<file path="src/design/adpcm_sa_ram.sv">
`default_nettype none
module adpcm_sa_ram #(
    parameter int WIDTH = 8,
    parameter int DEPTH = 256,
    localparam int AW   = $clog2(DEPTH)
) (
    input  wire logic             i_clk,
    input  wire logic             i_wr_en,
    input  wire logic [AW-1:0]    i_wr_addr,
    input  wire logic [WIDTH-1:0] i_wr_data,
    input  wire logic             i_rd_en,
    input  wire logic [AW-1:0]    i_rd_addr,
    output logic      [WIDTH-1:0] o_rd_data
);

    logic [WIDTH-1:0] r_mem [DEPTH];
    logic [WIDTH-1:0] r_rd_data;

    // Write port and registered read port; read data holds while not enabled
    always_ff @(posedge i_clk) begin
        if (i_wr_en) begin
            r_mem[i_wr_addr] <= i_wr_data;
        end
        if (i_rd_en) begin
            r_rd_data <= r_mem[i_rd_addr];
        end
    end

    assign o_rd_data = r_rd_data;

endmodule
`default_nettype wire

</file>
<file path="config.mk">
export PLATFORM = sky130hd
export DESIGN_NAME = adpcm_sa_ram
export DESIGN_NICKNAME = d
export VERILOG_FILES = /design/src/design/adpcm_sa_ram.sv
export SDC_FILE = /design/constraint.sdc
export NUM_CORES = 2
export LEC_CHECK = 0
export BUFFER_PORTS_ARGS = -buffer_cell sky130_fd_sc_hd__buf_2
export CAP_MARGIN = 20
export CORE_AREA = 2 2 519 263
export DETAILED_ROUTE_END_ITERATION = 7
export DIE_AREA = 0 0 521 265
export PLACE_DENSITY = 0.76
export SLEW_MARGIN = 20
export SYNTH_ARGS = -nofsm -noshare
export SYNTH_HDL_FRONTEND = slang
export SYNTH_SLANG_ARGS = --single-unit
</file>
<file path="constraint.sdc">
create_clock -name i_clk -period 3.85 [get_ports i_clk]
set_input_delay 0.1925 -clock i_clk [delete_from_list [all_inputs] [get_ports i_clk]]
set_output_delay 0.1925 -clock i_clk [all_outputs]
set_load 0.05 [all_outputs]
</file>
==> run_results.csv <==
group,metric,value,unit
grt,grt_first_pass_wirelength,292000,um
placement,placement.io_buffers,34,
logic_synthesis,synth_commonest_cells,"sky130_fd_sc_hd__edfxtp_1 (2056), sky130_fd_sc_hd__mux4_2 (454), sky130_fd_sc_hd__nor2_1 (282)",
final_layout,drive_above_1_share,0.241,
placement,finalWeightedCongestion,0.921,
grt,global_route.overflow_total,0,
pwr,netSwitchingFraction,0.215,
clock_tree,worst_skew_pair.late_latency,820,ps
logic_synthesis,yosys_most_used_dff,"sky130_fd_sc_hd__edfxtp_1",
timing,slew_worst_pin,1230,ps
pwr,power.density_cell_area,499,nW/um^2
timing,setup_violations,0,
clock_tree,ctsRootBufferMaster,"sky130_fd_sc_hd__clkbuf_16",
grt,grt_use_total,0.298,
floorplan,placement_rows,95,
floorplan,die_w,521,um
logic_synthesis,synth_cells,3733,
pwr,internal_dissipation,0.0346,W
timing,final.period_utilization,0.863,
pwr,totalPowerFinal,0.0440,W
pwr,pwr-share-comb,0.054,
pwr,total_switching_power,0.00948,W
grt,grt_start_max_net_pins,123,
clock_tree,cts_post_setup_buffers_inserted,0,
clock_tree,tritoncts_clock_tree,"built",
routing,via_per_inst,7.04,
clock_tree,clock_tree.htree_level_count,4,
logic_synthesis,synth_sequential_area_ratio,0.775,
logic_synthesis,synth_top_area_share,0.775,
timing,max_freq,0.301,GHz
clock_tree,max-clock-path-buffers,4,
placement,place_hpwl,128000,um
logic_synthesis,yosys_warnings,0,
run,maxCapViolations,0,
timing,timing_hold_violations_final,0,
status,run_status,"completed",
logic_synthesis,postSynthAreaPerCell,21.3,sq um
grt,grt_antenna_before_repair,6,
logic_synthesis,synth-async-reset-ratio,0,
logic_synthesis,dominant_cell_type_by_area_after_synthesis,"sky130_fd_sc_hd__edfxtp_1",
clock_tree,tritoncts_buffers,172,
routing,drt-initial-drc-count,7702,
logic_synthesis,synth.lib_cells_used.distinct,54,
setup_path,worst_setup_path_start_kind,"flip-flop",
logic_synthesis,ys_ff_latch,2056,
final_layout,fillers,8260,
timing,fin_skew,36.9,ps
setup_path,critical_path_arrival,3850,ps
floorplan,initial_utilization,0.597,
pwr,seqPwrFrac,0.561,
timing,slew_headroom,0.174,
logic_synthesis,synth_most_common_cell,"sky130_fd_sc_hd__edfxtp_1",
final_layout,area_growth,10.8,%
clock_tree,holdBufCountCts,2,
routing,routed_wirelength,204000,um
routing,route.detailed.drc,0,
logic_synthesis,mappedNetlistArea,79600,sq um
setup_path,cp-end-kind,"flip-flop",
routing,antenna_left,0,
clock_tree,post_cts_resized,0,
final_layout,design.final.nets,3979,
floorplan,dieArea,138000,sq um
setup_path,timing.setup.critical_path_class,"reg -> reg",
timing,finalWorstPathRequiredPeriod,3320,ps
timing,rsz0062_at_grt,"false",
grt,vias_in_the_first_global_route,39400,
pwr,share_clk_of_total_power,0.385,
logic_synthesis,synth_area_leaders,"sky130_fd_sc_hd__edfxtp_1 (78%), sky130_fd_sc_hd__mux4_2 (13%), sky130_fd_sc_hd__mux2i_1 (1.7%)",
clock_tree,clk_pin_slew,70,ps
floorplan,i_o_pin_count,35,
routing,tritonroute_pass_1_iters,6,
hold_path,worstHoldPathType,"in -> reg",
floorplan,vertical_die_dimension,265,um
logic_synthesis,synth_nets,3760,
pwr,leakage,27.4,nW
clock_tree,cts.sink_count,2056,
setup_path,timing.critical_path.required,4380,ps
timing,final_max_slew_viol_count,0,
final_layout,fin_util,0.661,
floorplan,core_region_area,133000,sq um
routing,route.vias.total,41300,
setup_path,timing.critical_path.fanout_max,1,
routing,post_drt_wl_per_cell,34.7,um
pwr,worst_ir_drop_vdd,0.400,mV
logic_synthesis,synth-edff-count,2056,
timing,finalSetupTns,0,ps
==> cells by family after synthesis <==
family,count (synthesis),share of synthesized area
flops,2056,0.775
mux,591,0.146
simple gates,466,0.0263
compound gates,385,0.0342
buf+inv,235,0.0183
==> metrics by stage <==
stage | worst slack (ps) | hold WS (ps) | instances | instance area, sq um
detailed placement | 193 | 608 | 5570 | 83000
finish | 529 | 10.7 | 5872 | 88200
CTS | 841 | 10.1 | 5870 | 88200
global placement | 245 | 609 | 5570 | 83000
global route | 590 | 49.5 | 5870 | 88200
floorplan | 1580 | 291 | 3733 | 79600
==> worst paths after layout <==
path         slack [ps]  cells past startpoint                   start                      to
max reg2reg         530                      7  r_mem[19][3]$_DFFE_PP_  o_rd_data[3]$_DFFE_PP_
max                 530                      7  r_mem[19][3]$_DFFE_PP_  o_rd_data[3]$_DFFE_PP_
min reg2reg        1180                      7  r_mem[33][5]$_DFFE_PP_  o_rd_data[5]$_DFFE_PP_
min                  10                      1            i_wr_data[0]  r_mem[69][0]$_DFFE_PP_
==> flip-flops by register name (all words and copies together), names as in the netlist <==
signal and cells:
r_mem 2048, o_rd_data 8
==> cell type report <==
| type | instances | area [sq um] | share of cell area |
|---|---|---|---|
| Sequential cell | 2056 | 61700 | 0.700 |
| Multi-Input combinational cell | 1442 | 16500 | 0.187 |
| Clock buffer | 207 | 4540 | 0.0515 |
| Timing Repair Buffer | 278 | 2510 | 0.0285 |
| Tap cell | 1794 | 2240 | 0.0254 |
| Clock inverter | 91 | 703 | 0.00797 |
| Inverter | 2 | 7.51 | 0.0000851 |
| Antenna cell | 2 | 5.00 | 0.0000567 |
==> routing by layer <==
layer / wire (um) / track usage / vias up
met4: 4230 / 0.0581 / 8
met3: 34100 / 0.115 / 325
li1: - / - / 16100
met5: 56 / 0 / -
met2: 85200 / 0.399 / 3480
met1: 80100 / 0.471 / 21400
==> worst max-delay path, stage by stage (launching register included) <==
cell and delay (ps):
sky130_fd_sc_hd__edfxtp_1 390, sky130_fd_sc_hd__mux4_2 500, sky130_fd_sc_hd__a22o_1 210, sky130_fd_sc_hd__a221oi_1 820
sky130_fd_sc_hd__o221ai_1 270, sky130_fd_sc_hd__a211oi_1 630, sky130_fd_sc_hd__buf_4 220, sky130_fd_sc_hd__nor4_1 40
==> power by group through the flow <==
stage                     sequential (W)  clock, W  combinational, W
after floorplan                   0.0252         0           0.00120
after global placement            0.0252         0           0.00227
after detailed placement          0.0252         0           0.00231
after CTS                         0.0247    0.0170           0.00233
after global routing              0.0247    0.0179           0.00247
final                             0.0247    0.0170           0.00238
==> cells in the final DEF (no fill, tap or decap), drive strengths merged, types with 10 or more instances in the layout <==
cell type / instances
clkbuf: 215
mux2i: 134
o211ai: 10
o22ai: 28
nor2b: 31
nor2: 282
bufinv: 10
a211oi: 16
nand2: 33
edfxtp: 2056
a22oi: 133
nand3: 34
a21oi: 96
o221ai: 47
a221oi: 14
o21ai: 12
nand4: 10
nor3: 22
clkinv: 75
mux4: 456
buf: 268
nor4: 27
(Power assumes the default switching activity.)
